## src/sfd_pkg.sv

```systemverilog
// Shared types, defaults and codes for the stereo FIR decimator.
package sfd_pkg;

  // Default sizing.
  localparam int TAPS_MAX_DEF     = 512;
  localparam int SAMPLE_WIDTH_DEF = 16;
  localparam int COEFF_WIDTH_DEF  = 16;
  localparam int ACC_WIDTH_DEF    = 48;

  // Fixed field widths.
  localparam int IO_SAMPLE_W = 16;
  localparam int IO_COEFF_W  = 16;
  localparam int IO_INDEX_W  = 9;
  localparam int IO_RESULT_W = 48;
  localparam int APB_ADDR_W  = 4;
  localparam int APB_DATA_W  = 32;

  // Request types.
  localparam logic REQ_SAMPLE = 1'b0;
  localparam logic REQ_COEFF  = 1'b1;

  // Register indexes (word address).
  localparam logic [1:0] REG_TAPS  = 2'd0;
  localparam logic [1:0] REG_DECIM = 2'd1;
  localparam logic [1:0] REG_FRAME = 2'd2;

  // Register reset values.
  localparam logic [8:0]  TAPS_RST  = 9'd127;
  localparam logic [2:0]  DECIM_RST = 3'd1;
  localparam logic [15:0] FRAME_RST = 16'd256;

  typedef struct packed {
    logic [8:0]  taps_minus_one;
    logic [2:0]  decimation;
    logic [15:0] frame_length;
  } cfg_t;

  typedef struct packed {
    logic clear;  // zero the accumulator
    logic issue;  // a tap read was issued this cycle
  } mac_ctrl_t;

endpackage

```

## src/sfd_regs.sv

```systemverilog
// APB configuration registers.
module sfd_regs import sfd_pkg::*; (
  input  logic                  clk_i,
  input  logic                  rst_ni,
  input  logic                  psel,
  input  logic                  penable,
  input  logic                  pwrite,
  input  logic [APB_ADDR_W-1:0] paddr,
  input  logic [APB_DATA_W-1:0] pwdata,
  output logic [APB_DATA_W-1:0] prdata,
  output logic                  pready,
  output cfg_t                  cfg_o
);

  cfg_t       cfg_q, cfg_d;
  logic       wr_en;
  logic [1:0] reg_idx;

  assign wr_en   = psel && penable && pwrite;
  assign reg_idx = paddr[3:2];
  assign pready  = 1'b1;

  always_comb begin
    cfg_d = cfg_q;
    if (wr_en) begin
      unique case (reg_idx)
        REG_TAPS:  cfg_d.taps_minus_one = pwdata[8:0];
        REG_DECIM: cfg_d.decimation     = pwdata[2:0];
        REG_FRAME: cfg_d.frame_length   = pwdata[15:0];
        default:   cfg_d = cfg_q;
      endcase
    end
  end

  always_comb begin
    unique case (reg_idx)
      REG_TAPS:  prdata = APB_DATA_W'(cfg_q.taps_minus_one);
      REG_DECIM: prdata = APB_DATA_W'(cfg_q.decimation);
      REG_FRAME: prdata = APB_DATA_W'(cfg_q.frame_length);
      default:   prdata = '0;
    endcase
  end

  always_ff @(posedge clk_i or negedge rst_ni) begin
    if (!rst_ni) begin
      cfg_q.taps_minus_one <= TAPS_RST;
      cfg_q.decimation     <= DECIM_RST;
      cfg_q.frame_length   <= FRAME_RST;
    end else begin
      cfg_q <= cfg_d;
    end
  end

  assign cfg_o = cfg_q;

endmodule

```

## config.mk

```make
export PLATFORM = sky130hd
export DESIGN_NAME = sfd_regs
export DESIGN_NICKNAME = d
export VERILOG_FILES = /design/src/sfd_pkg.sv /design/src/sfd_regs.sv
export SDC_FILE = /design/constraint.sdc
export NUM_CORES = 1
export LEC_CHECK = 0
export ABC_AREA = 1
export BUFFER_PORTS_ARGS = -buffer_cell sky130_fd_sc_hd__buf_4
export CORE_UTILIZATION = 30
export CTS_CLUSTER_DIAMETER = 80
export DETAILED_ROUTE_END_ITERATION = 10
export GPL_ROUTABILITY_DRIVEN = 0
export PLACE_DENSITY_LB_ADDON = 0.15
export SYNTH_ARGS = -nofsm -noshare
export SYNTH_HDL_FRONTEND = slang
export SYNTH_SLANG_ARGS = --single-unit
```

## constraint.sdc

```tcl
create_clock -name clk_i -period 2.04 [get_ports clk_i]
set_input_delay 0.51 -clock clk_i [delete_from_list [all_inputs] [get_ports clk_i]]
set_output_delay 0.51 -clock clk_i [all_outputs]
set_load 0.005 [all_outputs]
```

# Word level (Yosys, flattened, before mapping)
# Index checks and enable logic that the tools add are counted.
# W data, S select, Z words.
dict set report totals {
  ff_bits 28
  input_bits 41
}
dict set report classes {
  n_eq_ne 2
  n_mux 1
  reduce_logical 6
}
# cell count
set ops {}
lappend ops {{$pmux W16 S3} 1}
lappend ops {{$reduce_and A2 Y1} 3}
lappend ops {{$eq A2 B1 Y1 const B} 1}
lappend ops {{$eq A2 B2 Y1 const B} 1}
lappend ops {{$logic_and A1 B1 Y1} 2}
lappend ops {{$logic_not A2 Y1} 1}

# Depth between registers and ports, before layout
# Gate-level depths: netlist (run 1).
dict set report depth {
  ltp_word 3
  depth_mapped 7
  ltp_nobuf 6
}

# Least setup slack after synthesis (run 1)
# OpenSTA, ideal clock, no wires.
dict set report synth_path {
  path_type {input port to output port}
  start {input port paddr[3]}
  end {output port prdata[0]}
  arrival_time_ns 0.936
  setup_slack_ns 0.594
  stages 3
  n_path_buf 0
  cell_sequence {nor2_2 -> nand2_1 -> nand3_1}
}
dict set report synth_between {
  elab_chain_len 2
  word_cells_on_any_way 4
  classes_between {eq/ne: 2; mux: 1; reduce/logical: 1}
}
# element line
set synth_rtl {}
lappend synth_rtl {{from (decl)} sfd_regs.sv:8} ;# input logic [APB_ADDR_W-1:0] paddr,
lappend synth_rtl {{$eq A2 B2 Y1 (tied with other cells)} sfd_regs.sv:36} ;# unique case (reg_idx)
lappend synth_rtl {{$pmux W16 S3 *} sfd_regs.sv:36}
lappend synth_rtl {{to (decl)} sfd_regs.sv:10} ;# output logic [APB_DATA_W-1:0] prdata,
# Every way passes the cells marked *; elsewhere a longest branch is shown, timed or not.

# Final worst setup path (run 1)
dict set report layout_path {
  start {input port paddr[2]}
  end {output port prdata[2]}
}
# Same word-level chain as after synthesis.

==> results of run 1 <==
-- how the worst max path moves through the flow --
| stage | end | slack [ns] | cells past startpoint |
|---|---|---|---|
| after detailed placement | prdata[2] | 0.30 | 7 |
| after floorplan | prdata[0] | 0.59 | 3 |
| after global placement | prdata[2] | 0.29 | 7 |
| after global routing | prdata[2] | 0.23 | 7 |
| after CTS | prdata[2] | 0.30 | 7 |
| final | prdata[2] | 0.32 | 7 |
-- cell usage in the layout (no fill, tap or decap) --
cell type  count
nand2_1      115
buf_4         67
dfrtp_1       19
conb_1        17
inv_1         10
dfstp_2        9
nor2_1         8
nand3_1        4
clkbuf_8       4
nor2_2         3
nand2_4        2
inv_2          1
inv_4          1
nor2_4         1
nand2_2        1
-- critical path, cell delays in order --
cell and delay, ns:
buf_4 0.12, inv_2 0.07, nand2_4 0.10, inv_4 0.16, nand2_1 0.08, nand3_1 0.07, buf_4 0.10
-- where the power goes --
part,switching [W],internal [W]
combinational,0.000194,0.000261
sequential,0.0000941,0.000696
clock,0.000167,0.000172
total,0.000455,0.00113
-- layout make-up --
cell class	count	area (um^2)	share of cell area (%)
sequential	28	712	35.8
tap	52	65.1	3.27
clock buffer	4	55.1	2.77
timing repair buffer	67	503	25.3
multi-input combinational	151	604	30.4
inverter	12	47.5	2.39
-- through the flow --
stage          setup WS, ns  hold WS, ns  instances  power, W  utilization, %
2_1_floorplan         0.594        0.214        210  0.000973               -
3_3_place_gp          0.294        0.450        310   0.00125            42.9
3_5_place_dp          0.299        0.456        310   0.00126            42.9
4_1_cts               0.299        0.158        314   0.00161            44.1
5_1_grt               0.231        0.165        314   0.00170            44.1
6_report              0.323        0.153        314   0.00158            44.1
-- routing by layer --
metal / global-route usage [%] / up-vias / routed length [um]
met5: 0 / - / 0
met4: 2.61 / 0 / 15
met3: 2.81 / 2 / 229
met2: 22.1 / 48 / 1530
met1: 22.5 / 584 / 1830
li1: - / 679 / -
-- cell families (layout without fill, tap and decap cells) --
group	count (synthesis)	after routing	share of synthesized area (%)
buf+inv	31	83	13.6
flops	28	28	48.8
other cells	2	17	0.515
simple gates	134	134	37.1
==> summary.txt, run 1 <==
Synthesis
  – Count leader, synth: nand2_1
  – YS warnings: 0
  – Synth top cells by count: nand2_1 (115), dfrtp_1 (19), buf_4 (17)
  – EDFF count, synth: 0
  – Synth cell types: 15
  – Post-Syn Area per Cell: 7.48 um^2
  – Area contributors post-synth: dfrtp_1 (33%), nand2_1 (30%), dfstp_2 (16%)
  – Area leader, netlist: dfrtp_1
  – Fraction of registers with async set/reset: 100%
  – Synth Instances: 195
  – Synth top area share: 32.6%
  – Sequential-to-total area share from yosys stat: between 40 and 50%
  – Yosys reg bits: 28
  – Post-Synthesis Cell Area: 1460 um^2
  – Ys flop type: dfrtp_1

Route
  – Drt initial violations: 48
  – DRT Pass-1 Iters: 4
  – Drt total wl: approximately 3600 um
  – Vias per inst: between 4 and 5
  – DRC violations left: 0
  – Via count: around 1300
  – DRT antenna net count: 0
  – Wirelength per Cell: about 11 um

Global route
  – Grt ovf: 0
  – Global-route wire length before repair: 5950 um
  – Antenna violations before repair: 0
  – Largest net degree at the start of global routing: 29
  – Vias in the first global route: between 1000 and 1500
  – All-layer global routing usage: approximately 15%

Floorplanning
  – Initial Utilization: around a third
  – Chip Height: roughly 70 um
  – Core region area: about 4500 um^2
  – Row count: 24
  – Die width: between 70 and 80 um
  – DIE AREA: slightly above 5000 um^2
  – # IOs: a little over 100

Timing
  – Unrepaired setup endpoints after global routing: false
  – Final setup TNS: 0 ns
  – Final Hold Fails: 0
  – Period minus WS final: 1.72 ns
  – Fin crit share: ~84%
  – Setup violators final: 0
  – Clock skew: 0 ns
  – Final Max Tran Viols: 0
  – Highest clock rate: 582 MHz

CTS
  – CTS clk-pin slew, worst paths: approximately 0.10 ns
  – # clock sinks: 28
  – Hold buffers post-CTS: 0
  – Worst skew pair latency: between 0.2 and 0.3 ns
  – Post-CTS sizing: 0
  – CTS tree: yes
  – Clock Path Buffers: 2
  – Cts bufs inserted: 3
  – Clock Tree Root: clkbuf_8
  – Postcts setup bufs: 0
  – H-tree Lvls: 1

Outcome
  – Status: finished, final reports clean

Setup path
  – Worst Path Arrival: between 1 and 1.5 ns
  – Crit Path Category: input pin to output port
  – R2R Path Start: cfg_o[16]
  – CP required: about 1.5 ns
  – Worst r2r dst: cfg_o[16]
  – R2r worst-path depth: 2
  – Max FO, Critical Path: 10
  – Worst setup SP type: input pin
  – CP Launch Point: paddr[2]
  – Setup crit end kind: output port
  – Reg-to-reg slack, setup: between 1 and 1.5 ns

Finish
  – Ant. Diodes: 0
  – Cell area after layout: 1990 um^2
  – Share of cells above drive strength 1: 34.0%
  – Max reg flops: 28
  – Area delta synth->final: 36.3%
  – Fill cells: about 500
  – # nets final: between 300 and 400

Power
  – Power density cells: roughly 800 nW/um^2
  – P_leak: between 1 and 1.5 nW
  – Max IR drop VDD: about 0.32 mV

Placed design
  – Buffers on Ports: 66
  – Dpl hpwl: approximately 2600 um
  – Area after DPL: between 1500 and 2000 um^2

Min path
  – HP Class: input pin to asynchronous set/reset pin

Run
  – Number of max-cap violations: 0
Power figures use the tool's default switching activity.
==> run 2, diff against run 1 <==
==> constraint.sdc (replaced) <==
create_clock -name clk_i -period 1.72 [get_ports clk_i]
set_input_delay 0.43 -clock clk_i [delete_from_list [all_inputs] [get_ports clk_i]]
set_output_delay 0.43 -clock clk_i [all_outputs]
set_load 0.005 [all_outputs]
==> summary.txt, run 2 (synthesis results as in run 1) <==
Outcome
  – Status: finished, final reports clean (unchanged)

Setup path
  – R2R Path Start: cfg_o[8] (was cfg_o[16])
  – Worst Path Arrival: 1.07 ns (was 1.21 ns)
  – Crit Path Category: input pin to output port (unchanged)
  – Max FO, Critical Path: 4 (was 10)
  – CP required: 1.29 ns (was 1.53 ns)
  – Worst setup SP type: input pin (unchanged)
  – CP Launch Point: paddr[3] (was paddr[2])
  – Reg-to-reg slack, setup: 0.98 ns (was 1.31 ns)
  – R2r worst-path depth: 2 (unchanged)
  – Setup crit end kind: output port (unchanged)

CTS
  – Cts bufs inserted: 3 (unchanged)
  – H-tree Lvls: 1 (unchanged)
  – CTS tree: yes (unchanged)
  – Clock Tree Root: clkbuf_8 (unchanged)
  – Post-CTS sizing: 0 (unchanged)
  – CTS clk-pin slew, worst paths: 0.10 ns (about the same)
  – Clock Path Buffers: 2 (unchanged)
  – Hold buffers post-CTS: 0 (unchanged)
  – Postcts setup bufs: 0 (unchanged)
  – # clock sinks: 28 (unchanged)
  – Worst skew pair latency: 0.27 ns (about the same)

Min path
  – HP Class: input pin to asynchronous set/reset pin (unchanged)

Finish
  – Fin cells: 316 (was 314)
  – Fill cells: 496 (was 501)
  – Commonest non-fill, non-tap cell in the layout: nand2_1 (unchanged)
  – # nets final: 306 (was 304)
  – Share of cells above drive strength 1: 34.5% (was 34.0%)
  – Ant. Diodes: 0 (unchanged)
  – Area delta synth->final: 38.5% (was 36.3%)
  – Cell area after layout: 2020 um^2 (was 1990 um^2)
  – Commonest cells after routing, fill and taps aside: nand2_1 (115), buf_4 (69), dfrtp_1 (19), conb_1 (17), inv_1 (10) (was nand2_1 (115), buf_4 (67), dfrtp_1 (19), conb_1 (17), inv_1 (10))
  – Final core occ: 44.8% (was 44.1%)
  – Max reg flops: 28 (unchanged)

Power
  – Sw power: 0.000555 W (was 0.000455 W)
  – Pint: 0.00145 W (was 0.00113 W)
  – Tot Pwr: 0.00200 W (was 0.00158 W)
  – Sw Ratio: 27.7% (was 28.7%)
  – Power density cells: 993 nW/um^2 (was 797 nW/um^2)
  – Sequential Power Share: 46.8% (was 49.8%)
  – Max IR drop VDD: 0.370 mV (was 0.319 mV)
  – P_leak: 1.18 nW (was 1.16 nW)
  – Clock power share: 26.1% (was 21.4%)
  – Combinational Power Share: 27.2% (was 28.7%)

Route
  – Drt total wl: 3630 um (was 3610 um)
  – Drt initial violations: 53 (was 48)
  – DRT antenna net count: 0 (unchanged)
  – Vias per inst: 4.23 (was 4.18)
  – Via count: 1336 (was 1313)
  – DRT Pass-1 Iters: 4 (unchanged)
  – Wirelength per Cell: 11.5 um (about the same)
  – DRC violations left: 0 (unchanged)

Floorplanning
  – Die width: 71.7 um (unchanged)
  – Row count: 24 (unchanged)
  – Initial Utilization: 32.4% (unchanged)
  – Core region area: 4500 um^2 (unchanged)
  – # IOs: 102 (unchanged)
  – DIE AREA: 5140 um^2 (unchanged)
  – Chip Height: 71.7 um (unchanged)

Global route
  – Antenna violations before repair: 0 (unchanged)
  – Grt ovf: 0 (unchanged)
  – Global-route wire length before repair: 6070 um (was 5950 um)
  – Largest net degree at the start of global routing: 29 (unchanged)
  – Vias in the first global route: 1307 (was 1246)
  – All-layer global routing usage: 15.1% (was 14.8%)

Run
  – Number of max-cap violations: 0 (unchanged)

Placed design
  – Area after DPL: 1950 um^2 (was 1930 um^2)
  – Placed insts: 312 (was 310)
  – Buffers on Ports: 66 (unchanged)
  – Dpl hpwl: 2650 um (was 2580 um)

Timing
  – Final Hold Fails: 0 (unchanged)
  – Fin crit share: approximately 87%
  – Period minus WS final: 1.50 ns
  – Final setup TNS: 0 ns (unchanged)
  – Final Max Tran Viols: 0 (unchanged)
  – Unrepaired setup endpoints after global routing: false (unchanged)
  – Highest clock rate: between 600 and 700 MHz
  – Setup violators final: 0 (unchanged)
  – Clock skew: 0 ns (unchanged)
[run 2: final cells by class]
| cell class | instances | area [um^2] | share of cell area [%] |
|---|---|---|---|
| inverters | 12 | 47.5 | 2.36 |
| repair buffers | 69 | 518 | 25.7 |
| well taps | 52 | 65.1 | 3.22 |
| clock inverters | 1 | 30.0 | 1.49 |
| flip-flops and latches | 28 | 712 | 35.3 |
| clock buffers | 3 | 41.3 | 2.05 |
| multi-input cells | 151 | 604 | 29.9 |
[run 2: path summary, 6_finish.rpt]
kind,end
max,prdata[0]
min,cfg_o[15]
max reg2reg,cfg_o[8]
min reg2reg,cfg_o[22]
max in group asynchronous,cfg_o[8]
min in group clk_i,cfg_o[10]
[run 2: layer usage]
layer | track usage, % | up-vias | wire length, um
met5 | 0 | - | 0
met4 | 2.61 | 0 | 17
met3 | 2.81 | 2 | 263
met2 | 23.8 | 52 | 1620
met1 | 21.9 | 604 | 1720
li1 | - | 678 | -
[run 2: per-stage QoR]
stage | setup slack [ns] | hold WS (ns)
2_1_floorplan | 0.434 | 0.134
3_3_place_gp | 0.211 | 0.373
3_5_place_dp | 0.207 | 0.374
4_1_cts | 0.207 | 0.0679
5_1_grt | 0.117 | 0.0757
6_report | 0.218 | 0.0578
[run 2: power groups by stage]
| stage | Combinational (W) | Sequential, W | Clock (W) |
|---|---|---|---|
| 2_1_floorplan | 0.000211 | 0.000942 | 0 |
| 3_3_place_gp | 0.000543 | 0.000950 | 0 |
| 3_5_place_dp | 0.000553 | 0.000948 | 0 |
| 4_1_cts | 0.000553 | 0.000939 | 0.000539 |
| 5_1_grt | 0.000622 | 0.000959 | 0.000564 |
| 6_report | 0.000545 | 0.000937 | 0.000522 |
[run 2: critical path, cell delays in order]
cell and delay (ns):
buf_4 0.13, inv_1 0.07, nand2_1 0.07, inv_1 0.12, nand2_1 0.06, nand3_1 0.08, buf_4 0.11
