==> src/sfd_pkg.sv <==
// Shared types, defaults and codes for the stereo FIR decimator.
package sfd_pkg;

  // Default sizing.
  localparam int TAPS_MAX_DEF     = 512;
  localparam int SAMPLE_WIDTH_DEF = 16;
  localparam int COEFF_WIDTH_DEF  = 16;
  localparam int ACC_WIDTH_DEF    = 48;

  // Fixed field widths.
  localparam int IO_SAMPLE_W = 16;
  localparam int IO_COEFF_W  = 16;
  localparam int IO_INDEX_W  = 9;
  localparam int IO_RESULT_W = 48;
  localparam int APB_ADDR_W  = 4;
  localparam int APB_DATA_W  = 32;

  // Request types.
  localparam logic REQ_SAMPLE = 1'b0;
  localparam logic REQ_COEFF  = 1'b1;

  // Register indexes (word address).
  localparam logic [1:0] REG_TAPS  = 2'd0;
  localparam logic [1:0] REG_DECIM = 2'd1;
  localparam logic [1:0] REG_FRAME = 2'd2;

  // Register reset values.
  localparam logic [8:0]  TAPS_RST  = 9'd127;
  localparam logic [2:0]  DECIM_RST = 3'd1;
  localparam logic [15:0] FRAME_RST = 16'd256;

  typedef struct packed {
    logic [8:0]  taps_minus_one;
    logic [2:0]  decimation;
    logic [15:0] frame_length;
  } cfg_t;

  typedef struct packed {
    logic clear;  // zero the accumulator
    logic issue;  // a tap read was issued this cycle
  } mac_ctrl_t;

endpackage

==> src/sfd_mac.sv <==
// Pipelined multiply-accumulate: RAM data, product register, accumulator.
module sfd_mac import sfd_pkg::*; #(
  parameter int SAMPLE_WIDTH = SAMPLE_WIDTH_DEF,
  parameter int COEFF_WIDTH  = COEFF_WIDTH_DEF,
  parameter int ACC_WIDTH    = ACC_WIDTH_DEF
) (
  input  logic                    clk_i,
  input  logic                    rst_ni,
  input  mac_ctrl_t               ctrl_i,
  input  logic [SAMPLE_WIDTH-1:0] sample_i,
  input  logic [COEFF_WIDTH-1:0]  coeff_i,
  output logic [ACC_WIDTH-1:0]    acc_o,
  output logic                    busy_o
);

  localparam int PROD_W = SAMPLE_WIDTH + COEFF_WIDTH;

  logic                     rd_vld_q;   // RAM data valid
  logic                     prod_vld_q;
  logic signed [PROD_W-1:0] prod_d, prod_q;
  logic [ACC_WIDTH-1:0]     acc_d, acc_q;

  assign prod_d = $signed(sample_i) * $signed(coeff_i);

  always_comb begin
    acc_d = acc_q;
    if (ctrl_i.clear) begin
      acc_d = '0;
    end else if (prod_vld_q) begin
      acc_d = acc_q + ACC_WIDTH'(prod_q);
    end
  end

  always_ff @(posedge clk_i or negedge rst_ni) begin
    if (!rst_ni) begin
      rd_vld_q   <= 1'b0;
      prod_vld_q <= 1'b0;
    end else begin
      rd_vld_q   <= ctrl_i.issue;
      prod_vld_q <= rd_vld_q;
    end
  end

  always_ff @(posedge clk_i) begin
    if (rd_vld_q) begin
      prod_q <= prod_d;
    end
    acc_q <= acc_d;
  end

  assign acc_o  = acc_q;
  assign busy_o = rd_vld_q || prod_vld_q;

endmodule

==> config.mk <==
export PLATFORM = sky130hd
export DESIGN_NAME = sfd_mac
export DESIGN_NICKNAME = d
export VERILOG_FILES = /design/src/sfd_pkg.sv /design/src/sfd_mac.sv
export SDC_FILE = /design/constraint.sdc
export NUM_CORES = 1
export LEC_CHECK = 0
export BUFFER_PORTS_ARGS = -buffer_cell sky130_fd_sc_hd__buf_2
export CAP_MARGIN = 30
export CORE_MARGIN = 2
export CORE_UTILIZATION = 65
export CTS_BUF_LIST = sky130_fd_sc_hd__clkbuf_4
export DETAILED_ROUTE_END_ITERATION = 12
export PLACE_DENSITY_LB_ADDON = 0.12
export SYNTH_ARGS = -nofsm -noshare
export SYNTH_HDL_FRONTEND = slang
export SYNTH_SLANG_ARGS = --single-unit
==> constraint.sdc <==
create_clock -name clk_i -period 5.75 [get_ports clk_i]
set_input_delay 1.15 -clock clk_i [delete_from_list [all_inputs] [get_ports clk_i]]
set_output_delay 1.15 -clock clk_i [all_outputs]
set_load 0.02 [all_outputs]
### Word-level counts from Yosys, hierarchy flattened

Index checks and enable logic that the tools add are counted.

| operators by class | value |
|---|---|
| add/sub/neg operators | 1 |
| multiply operators | 1 |
| reduce and logical (&&, ||, !) cells | 1 |

Operators by type and width:

| kind | count |
|---|---|
| adder 48 bit | 1 |
| multiplier 16 x 16 -> 32 bit | 1 |
| logical OR 1 bit | 1 |

| word-level totals | value |
|---|---|
| flip-flop bits (word level) | 82 |
| input port bits | 36 |

### Depth between registers and ports, before layout

Gate-level depths: netlist of run 1.

| depth | value |
|---|---|
| depth in word-level cells | 1 |
| depth in mapped cells | 25 |
| gate-level depth less buffers | 24 |

### Worst setup path before layout of run 1

OpenSTA, ideal clock, no wires.

| path | value |
|---|---|
| kind | input-to-reg |
| start point | in sample_i[11] |
| end point | reg prod_q[31] (data pin) |
| setup time | 136 ps |
| arrival time | 6885 ps |
| data required time | 5614 ps |
| slack | -1270 ps |
| stages on the path | 22 |
| cell sequence | clkbuf_1 nand2_1 fa_1 fa_1 fa_1 inv_1 fa_1 fa_1 inv_1 fa_1 inv_1 ha_1 a21o_1 a21o_1 a2111oi_4 o31ai_1 a21oi_2 o21bai_2 a31oi_4 o31ai_2 or4_1 nand3_1 |

| between the ends | value |
|---|---|
| word-level cells in the longest chain between the ends | 1 |

Ends and longest elaborated chain:

| element | line | source |
|---|---|---|
| start, declared | sfd_mac.sv:10 | `input logic [SAMPLE_WIDTH-1:0] sample_i,` |
| multiplier 16 x 16 -> 32 bit | sfd_mac.sv:23 | `assign prod_d = $signed(sample_i) * $signed(coeff_i);` |
| named net prod_d[31] | sfd_mac.sv:20 | `logic signed [PROD_W-1:0] prod_d, prod_q;` |
| end signal, assigned | sfd_mac.sv:46 | `prod_q <= prod_d;` |
| end, declared | sfd_mac.sv:20 |  |

The timed path passes the listed nets, and every way through them passes these cells.
A chain may end at the register's enable or synchronous reset.

### Final worst setup path of run 1

| path | value |
|---|---|
| start point | in sample_i[15] |
| end point | reg prod_q[31] (data pin) |

The elaborated chain is that of the path after synthesis.

==> results of run 1 <==
## layout by cell type (no fill, tap or decap), drive strengths merged, types with 3 or more instances in the layout
cell type and instances:
o21bai 19, xor2 20, inv 338, edfxtp 32, a21o 31, nand2 162
or2 3, dfxtp 48, a21oi 76, bufinv 3, nor2b 6, xnor2 58
a31oi 12, clkbuf 13, nand4 10, a211o 5, and3 5, a2111oi 8
ha 129, nand2b 11, nor3 12, and2 125, fa 263, clkinv 3
buf 262, o21ai 32, nor2 98, nand3 15, a211oi 12, o31ai 7
o21a 10, o211ai 4, mux2i 30
## state kept, by name, summed over array words and instances, names as in the netlist
signal / flops
acc_o: 48
prod_q: 32
prod_vld_q: 1
rd_vld_q: 1
## cells by family (layout without fill, tap and decap cells)
family | count (synthesis) | after routing
compound gates | 231 | 231
xor+xnor | 78 | 78
fa+ha+maj | 392 | 392
buf+inv | 395 | 621
flops | 82 | 82
mux | 31 | 31
other cells | 0 | 1
simple gates | 457 | 457
## per-stage QoR
stage	cells	hold slack [ns]	cell area [um2]	TNS [ns]	setup slack [ns]
after floorplan	1666	0.5569	15220	-8.428	-0.9304
after global placement	2146	0.4828	17050	-13.90	-1.118
after detailed placement	2146	0.4872	17050	-16.07	-1.246
after CTS	2168	0.4321	17480	-5.388	-0.6494
after global routing	2178	0.4382	17880	-7.670	-0.8195
final	2178	0.4552	17880	-5.193	-0.6345
## worst min path at each step
stage,slack [ns],start,end
6_report,0.46,rst_ni,prod_vld_q
5_1_grt,0.44,rst_ni,rd_vld_q
4_1_cts,0.43,rst_ni,prod_vld_q
3_5_place_dp,0.49,acc_o[4],acc_o[4]
3_3_place_gp,0.48,acc_o[4],acc_o[4]
2_1_floorplan,0.56,acc_o[29],acc_o[29]
## cell type report
type	instances	area, um2
Clock inverter	7	117.6
Multi-Input combinational cell	1189	12050
Fill cell	1522	4833
Timing Repair Buffer	266	2041
Antenna cell	1	2.502
Tap cell	285	356.6
Clock buffer	9	67.56
Inverter	339	1272
Sequential cell	82	1973
## metal layers
metal  GRT usage [%]  up-vias
met4           6.378        0
li1                -     5661
met5               0        -
met1           40.85     5874
met3           3.655       52
met2           51.69      374
## what timing repair did
| item | CTS | global route |
|---|---|---|
| resized for setup | 67 | 85 |
| pin swaps | 47 | 59 |
| endpoints found under the setup margin | 15 | 17 |
| buffers inserted | 6 | 10 |
| hold buffers | 0 | 0 |
| gates cloned | 0 | 0 |
## worst max-delay path: stages
cell and delay (ns):
sky130_fd_sc_hd__buf_2 0.17, sky130_fd_sc_hd__nand2_1 0.12, sky130_fd_sc_hd__inv_2 0.11, sky130_fd_sc_hd__fa_2 0.47, sky130_fd_sc_hd__buf_4 0.17, sky130_fd_sc_hd__fa_2 0.58, sky130_fd_sc_hd__inv_2 0.05, sky130_fd_sc_hd__fa_1 0.48
sky130_fd_sc_hd__fa_1 0.57, sky130_fd_sc_hd__fa_1 0.43, sky130_fd_sc_hd__fa_1 0.49, sky130_fd_sc_hd__inv_1 0.04, sky130_fd_sc_hd__ha_1 0.18, sky130_fd_sc_hd__a211o_1 0.29, sky130_fd_sc_hd__or3_1 0.38, sky130_fd_sc_hd__a21oi_2 0.14
sky130_fd_sc_hd__o21bai_2 0.11, sky130_fd_sc_hd__a31oi_4 0.21, sky130_fd_sc_hd__o31ai_4 0.08, sky130_fd_sc_hd__or4_1 0.40, sky130_fd_sc_hd__nand3_1 0.08
==> results_dict.tcl, run 1 <==
set metrics [dict create \
    synth_cells 1666 \
    detailroute.wirelength.met3_um 1878 \
    die_width_um 156.4 \
    detail-route-antenna-nets 0 \
    top_level_port_count 85 \
    overall_via_count_from_detail_route 11960 \
    r2r_path_start "prod_q[0]" \
    cts.clk_slew.worst_paths_ns 0.14 \
    synth.mux.area_fraction_pct 2.065 \
    clock_tree.htree_level_count 3 \
    worstReg2RegEnd "acc_o[46]" \
    area_fraction_in_compound_gates_after_synthesis_pct 10.40 \
    outcome "finished, violations left" \
    timing.clock.skew_ns 0.02272 \
    post_synth_fa_ha_maj_area_fraction_pct 45.60 \
    die_y_um 156.4 \
    routabilityCongestion 0.9296 \
    synth-async-reset-ratio_pct 2.439 \
    max_slew.worst_pin.slew_ns 0.9433 \
    timing.final.crit_share_pct 111.0 \
    top_layer_used "met4" \
    yosysMostFrequentCell "sky130_fd_sc_hd__inv_1" \
    drt_drc_violations_left 0 \
    overflow 0 \
    setup-violations-final 13 \
    hold_viol_final 0 \
    fin_nets 2315 \
    routed_wl_um 36300 \
    syn_area_mm2 0.01509 \
    clockRootBuffer "sky130_fd_sc_hd__clkbuf_4" \
    globalRouteTotalUtil_pct 29.90 \
    worstSetupEndpointType "register" \
    fraction_of_final_layout_cells_sized_beyond_drive_strength_1_pct 20.45 \
    grt_start_max_net_pins 53 \
    yosys.cell_types.count 64 \
    synth-xor-area-share_pct 4.528 \
    final_util_pct 78.72 \
    synth_top_cells_by_count "338 x sky130_fd_sc_hd__inv_1, 263 x sky130_fd_sc_hd__fa_1, 162 x sky130_fd_sc_hd__nand2_1" \
    slew_violations 0 \
    finalWorstPathRequiredPeriod_ns 6.385 \
    drt_first_iter_violations 721 \
    maxClockFrequency_mhz 156.6 \
    synth_flop_cell "sky130_fd_sc_hd__dfxtp_1" \
    worst_path_fanout_max 7 \
    number_of_buffers_created_by_cts 9 \
    floorplan.die_area_mm2 0.02445 \
    yosysSeqAreaShare_pct 13.07 \
    areaGrowthSynthToFinish_pct 18.49 \
    synth_simple_gate_area_share_pct 14.49 \
    worst-r2r-cell-count 13 \
    cp_data_arrival_time_ns 6.71 \
    timing.hold.worst.class "input pin to async pin" \
    wl_per_cell_um 16.67 \
    start_kind "input pin" \
    top_area_cells_in_the_synthesized_netlist "sky130_fd_sc_hd__fa_1 35%, sky130_fd_sc_hd__ha_1 11%, sky130_fd_sc_hd__inv_1 8.4%" \
    io_buffers 84 \
    clkSinkCount 82 \
    avgSynthCellArea_um2 9.056 \
    ff2ff_setup_slack_ns 2.27 \
    clk_latency_ns 0.45 \
    synth_nets 2094 \
    worst_slack_ns -0.6345 \
    grt_pass1_wl_um 58630 \
    vias_in_the_first_global_route 12310 \
    synth_top_area_share_pct 34.90 \
    synth_top_cell_by_area "sky130_fd_sc_hd__fa_1" \
    worst-setup-path-type "input pin to register" \
    vias_per_cell 5.492 \
    tritoncts_clock_tree "done" \
    core_mm2 0.02271 \
    m1WireLength_um 15930 \
    drt_pre_antenna_iters 5 \
    antenna_violations_before_repair 1 \
    rsz0062_at_grt "yes" \
    synth-seq-cells 82 \
    wl_met2_um 18020 \
    maxCapViolations 0 \
    cts_max_path_buffers 2 \
    synth-edff-count 32 \
    start_util_pct 66.44 \
    failed_checks "setup timing" \
    critPathLaunch "sample_i[15]" \
    slew_headroom_pct 37.11 \
    dominant_combinational_cell_family_by_area_after_synthesis "adder cells" \
    endpoint "prod_q[31]" \
    dpl.hpwl_um 30400 \
    std_cell_rows 55 \
    worst_ep_required_time_ns 6.08 \
    synth_warnings 0 \
]
Power of run 1 is left out: the tool's default activity adds up to more than one toggle a clock period on the data nets, which glitch-free logic cannot reach.
==> run 2, diff against run 1 <==
- RECOVER_POWER: default -> 50
==> results_dict.tcl, run 2 (synthesis gave the netlist of run 1 again) <==
set metrics [dict create \
    outcome "finished, violations left" \
    failed_checks "capacitance limit, slew limit, setup timing" \
    fin_area_mm2 0.01783 \
    setup-violations-final 14 \
    worstSetupEndpointType "register" \
    max_slew.worst_pin.slew_ns 2.252 \
    routabilityCongestion 0.9296 \
    rsz0062_at_grt "yes" \
    worst_ep_required_time_ns 6.08 \
    die_y_um 156.4 \
    fraction_of_final_layout_cells_sized_beyond_drive_strength_1_pct 18.60 \
    placedCellCount 2146 \
    routed_wl_um 36310 \
    vias_in_the_first_global_route 12310 \
    detail-route-antenna-nets 0 \
    start_util_pct 66.44 \
    overall_via_count_from_detail_route 11970 \
    worst_slack_ns -0.6393 \
    overflow 0 \
    timing.setup.tns_ns -5.223 \
    finalWorstPathRequiredPeriod_ns 6.389 \
    wl_per_cell_um 16.67 \
    hold_viol_final 0 \
    layout.cells.most_common "sky130_fd_sc_hd__inv_1" \
    slew_headroom_pct -50.12 \
    clockRootBuffer "sky130_fd_sc_hd__clkbuf_4" \
    tritoncts_clock_tree "done" \
    fin_nets 2315 \
    worst-setup-path-type "input pin to register" \
    top_level_port_count 85 \
    core_mm2 0.02271 \
    antenna_violations_before_repair 1 \
    drt_drc_violations_left 0 \
    cp_data_arrival_time_ns 6.72 \
    timing.final.crit_share_pct 111.1 \
    io_buffers 84 \
    slew_violations 88 \
    max_reg_flops 48 \
    worst_path_fanout_max 7 \
    std_cell_rows 55 \
    clkSinkCount 82 \
    commonest_cells_after_routing_fill_and_taps_aside "318 x sky130_fd_sc_hd__inv_1, 255 x sky130_fd_sc_hd__fa_1, 161 x sky130_fd_sc_hd__nand2_1, 161 x sky130_fd_sc_hd__buf_4, 119 x sky130_fd_sc_hd__ha_1" \
    grt_start_max_net_pins 53 \
    cts_max_path_buffers 2 \
    globalRouteTotalUtil_pct 29.90 \
    dpl.hpwl_um 30400 \
    clock_tree.htree_level_count 3 \
    vias_per_cell 5.495 \
    clk_latency_ns 0.45 \
    timing.clock.skew_ns 0.02274 \
    number_of_buffers_created_by_cts 9 \
    post_dp_cell_area_mm2 0.01705 \
    maxCapViolations 2 \
    holdBufCountCts 0 \
    start_kind "input pin" \
    grt_pass1_wl_um 58630 \
    cts.clk_slew.worst_paths_ns 0.14 \
    drt_pre_antenna_iters 6 \
    final_util_pct 78.50 \
    timing.hold.worst.class "input pin to async pin" \
    areaGrowthSynthToFinish_pct 18.16 \
    drt_first_iter_violations 717 \
    maxClockFrequency_mhz 156.5 \
    die_width_um 156.4 \
    floorplan.die_area_mm2 0.02445 \
    post_layout_nonfiller_instances 2178 \
]
## run 2: area by class of cell
| type | count | area [um2] |
|---|---|---|
| Sequential cell | 82 | 1973 |
| Tap cell | 285 | 356.6 |
| Clock inverter | 7 | 117.6 |
| Fill cell | 1546 | 4882 |
| Timing Repair Buffer | 266 | 1992 |
| Clock buffer | 9 | 67.56 |
| Inverter | 339 | 1272 |
| Multi-Input combinational cell | 1189 | 12050 |
| Antenna cell | 1 | 2.502 |
## run 2: path summary, 6_finish.rpt
kind | start | endpoint | slack, ns | cells past startpoint
worst max-delay path | sample_i[15] | prod_q[31] | -0.64 | 21
worst max register to register | prod_q[0] | acc_o[46] | 2.22 | 13
max in group asynchronous | rst_ni | prod_vld_q | 5.15 | 1
min in group clk_i | acc_o[4] | acc_o[4] | 0.51 | 2
worst min register to register | acc_o[4] | acc_o[4] | 0.51 | 2
worst min-delay path | rst_ni | prod_vld_q | 0.46 | 1
## run 2: through the flow
| step | hold slack [ns] | setup WS [ns] |
|---|---|---|
| floorplan | 0.5569 | -0.9304 |
| global placement | 0.4828 | -1.118 |
| detailed placement | 0.4872 | -1.246 |
| CTS | 0.4321 | -0.6494 |
| global route | 0.4484 | -0.8195 |
| finish | 0.4588 | -0.6393 |
## run 2: worst max-delay path, cell delays in order
cell and delay, ns:
sky130_fd_sc_hd__buf_2 0.18, sky130_fd_sc_hd__nand2_1 0.12, sky130_fd_sc_hd__inv_2 0.11, sky130_fd_sc_hd__fa_2 0.47
sky130_fd_sc_hd__buf_4 0.17, sky130_fd_sc_hd__fa_2 0.58, sky130_fd_sc_hd__inv_2 0.05, sky130_fd_sc_hd__fa_1 0.48
sky130_fd_sc_hd__fa_1 0.57, sky130_fd_sc_hd__fa_1 0.43, sky130_fd_sc_hd__fa_1 0.49, sky130_fd_sc_hd__inv_1 0.04
sky130_fd_sc_hd__ha_1 0.18, sky130_fd_sc_hd__a211o_1 0.29, sky130_fd_sc_hd__or3_1 0.38, sky130_fd_sc_hd__a21oi_2 0.14
sky130_fd_sc_hd__o21bai_2 0.11, sky130_fd_sc_hd__a31oi_4 0.21, sky130_fd_sc_hd__o31ai_4 0.08, sky130_fd_sc_hd__or4_1 0.40
sky130_fd_sc_hd__nand3_1 0.08
## run 2: per-layer routing
metal  vias to the layer above  global-route usage [%]  part of all wire, %
met3                        47                   3.655                  4.9
li1                       5658                       -                    -
met5                         -                       0                    0
met2                       368                   51.69                   50
met4                         0                   6.378                  1.2
met1                      5895                   40.85                   44
## run 2: what timing repair did
action,4_1_cts,5_1_grt
endpoints found under the setup margin,15,17
setup buffers,6,10
resized for setup,67,85
pin swaps,47,59
Power of run 2 is left out for the same reason.
==> run 3, diff against run 2 <==
- CORE_UTILIZATION: 65 -> 45
==> results_dict.tcl, run 3 (synthesis gave the netlist of run 1 again) <==
set metrics [dict create \
    outcome "finished, violations left" \
    failed_checks "capacitance limit, slew limit, setup timing" \
    ff2ff_setup_slack_ns 1.71 \
    r2r_path_start "prod_vld_q" \
    wl_met2_um 16180 \
    grt_start_max_net_pins 41 \
    cp_cell_instances "buf_8 -> and2_4 -> fa_1 -> inv_2 -> fa_2 -> fa_1 -> inv_1 -> fa_1 -> fa_1 -> inv_2 -> fa_1 -> inv_2 -> ha_4 -> a21o_1 -> a21o_1 -> a2111oi_4 -> o31ai_4 -> a21oi_2 -> o21bai_2 -> a31oi_4 -> o31ai_4 -> or4_1 -> nand3_1" \
    start_util_pct 45.33 \
    overflow 0 \
    worst_ep_required_time_ns 6.09 \
    slew_violations 71 \
    cp_common_cell "sky130_fd_sc_hd__fa_1" \
    m1WireLength_um 17550 \
    crit_slowest_cell "sky130_fd_sc_hd__fa_1" \
    delay_heaviest_family_cp "adder cells" \
    timing.final.crit_share_pct 112.8 \
    antenna_violations_before_repair 1 \
    top_level_port_count 85 \
    top_layer_used "met4" \
    hold_viol_final 0 \
    layout.cells.most_common "sky130_fd_sc_hd__inv_1" \
    fraction_of_final_layout_cells_sized_beyond_drive_strength_1_pct 19.67 \
    drt_drc_violations_left 0 \
    rsz0062_at_grt "yes" \
    tritoncts_clock_tree "done" \
    critPathMaxStageDelay_ns 0.55 \
    cp_data_arrival_time_ns 6.83 \
    wl_per_cell_um 15.02 \
    clock_tree.htree_level_count 3 \
    worst_slack_ns -0.7349 \
    globalRouteTotalUtil_pct 20.90 \
    io_buffers 84 \
    critical_path.n_buffers_inverters 5 \
    multiInputGateArea_mm2 0.01209 \
    core_mm2 0.03328 \
    detailroute.wirelength.met3_um 1278 \
    timing.clock.skew_ns 0.01220 \
    ff_latch_area_mm2 0.001972 \
    cts.clk_slew.worst_paths_ns 0.13 \
    maxClockFrequency_mhz 154.2 \
    clk_latency_ns 0.48 \
    detail-route-antenna-nets 0 \
    worstReg2RegEnd "acc_o[47]" \
    routabilityCongestion 0.9158 \
    dpl.hpwl_um 30590 \
    vias_per_cell 4.898 \
    drt_first_iter_violations 526 \
    holdBufCountCts 0 \
    vias_in_the_first_global_route 12050 \
    n_fill_cell 3151 \
    number_of_buffers_created_by_cts 9 \
    worst_path_fanout_max 6 \
    floorplan.die_area_mm2 0.03501 \
    finalWorstPathRequiredPeriod_ns 6.485 \
    die_width_um 187.1 \
    start_kind "input pin" \
    worstSetupEndpointType "register" \
    clockRootBuffer "sky130_fd_sc_hd__clkbuf_4" \
    setup-violations-final 14 \
    max_slew.worst_pin.slew_ns 2.256 \
    die_y_um 187.1 \
    worst-r2r-cell-count 7 \
    overall_via_count_from_detail_route 11510 \
    cts_max_path_buffers 2 \
    routed_wl_um 35290 \
    fin_nets 2324 \
    commonest_cells_after_routing_fill_and_taps_aside "318 x sky130_fd_sc_hd__inv_1, 246 x sky130_fd_sc_hd__fa_1, 182 x sky130_fd_sc_hd__buf_4, 159 x sky130_fd_sc_hd__nand2_1, 116 x sky130_fd_sc_hd__ha_1" \
    clkSinkCount 82 \
    maxCapViolations 2 \
    drt_pre_antenna_iters 5 \
    areaGrowthSynthToFinish_pct 19.78 \
    worst-setup-path-type "input pin to register" \
    timing.hold.worst.class "input pin to async pin" \
    max_reg_flops 48 \
    slew_headroom_pct -50.39 \
    detailedPlace.worstSlack_ns -1.233 \
    grt_pass1_wl_um 60400 \
    std_cell_rows 67 \
]
## run 3: cell types whose count changed in the layout (fill, tap and decap cells not counted), moves of 3 or more
cell / delta
sky130_fd_sc_hd__buf_12: +3
sky130_fd_sc_hd__buf_2: +6
sky130_fd_sc_hd__buf_4: +21
sky130_fd_sc_hd__buf_6: -16
sky130_fd_sc_hd__fa_1: -9
sky130_fd_sc_hd__fa_2: +9
sky130_fd_sc_hd__ha_1: -3
sky130_fd_sc_hd__ha_2: +4
sky130_fd_sc_hd__nor2_2: +3
## run 3: worst reg2reg max path, cell delays in order, from the launching register on
cell and delay [ns]:
sky130_fd_sc_hd__dfrtp_1 0.84, sky130_fd_sc_hd__clkbuf_1 1.68, sky130_fd_sc_hd__clkinv_1 0.24, sky130_fd_sc_hd__clkbuf_1 0.48, sky130_fd_sc_hd__nor2_1 0.21, sky130_fd_sc_hd__a21oi_1 0.06, sky130_fd_sc_hd__nand2_1 0.12, sky130_fd_sc_hd__mux2_1 0.32
## run 3: metal layers
metal | global-route usage, % | vias up
met2 | 34.40 | 208
met4 | 3.663 | 0
li1 | - | 5684
met1 | 30.49 | 5601
met3 | 1.876 | 17
met5 | 0 | -
## run 3: timing repair
| action | in CTS | in global routing |
|---|---|---|
| endpoints found under the setup margin | 14 | 17 |
| pin swaps | 29 | 65 |
| resized for setup | 76 | 65 |
| setup buffers | 10 | 4 |
## run 3: layout make-up
cell class              count  area share, %
inverters                 339          7.041
flip-flops and latches     82          10.91
multi-input cells        1189          66.91
clock inverters             7         0.5193
repair buffers            275          11.13
clock buffers               9         0.3739
diodes                      1        0.01385
well taps                 448          3.102
## run 3: metrics by stage
stage / TNS, ns / hold slack (ns) / cell area [um2] / std cells / util, %
finish: -5.667 / 0.4306 / 18070 / 2350 / 54.30
detailed placement: -16.15 / 0.4898 / 17380 / 2321 / 52.23
global route: -8.350 / 0.4011 / 18070 / 2350 / 54.30
global placement: -15.21 / 0.4888 / 17360 / 2320 / 52.17
floorplan: -8.428 / 0.5569 / 15220 / 1666 / -
CTS: -4.846 / 0.4075 / 17870 / 2347 / 53.70
## run 3: worst max path at each step
| stage | endpoint | slack (ns) | start | cells after the start |
|---|---|---|---|---|
| floorplan | prod_q[31] | -0.93 | coeff_i[4] | 23 |
| global placement | prod_q[31] | -1.15 | sample_i[7] | 23 |
| finish | prod_q[31] | -0.73 | sample_i[8] | 23 |
| detailed placement | prod_q[31] | -1.23 | sample_i[7] | 23 |
| global route | prod_q[31] | -0.87 | coeff_i[2] | 22 |
| CTS | prod_q[31] | -0.66 | sample_i[5] | 23 |
Power of run 3 is left out for the same reason.
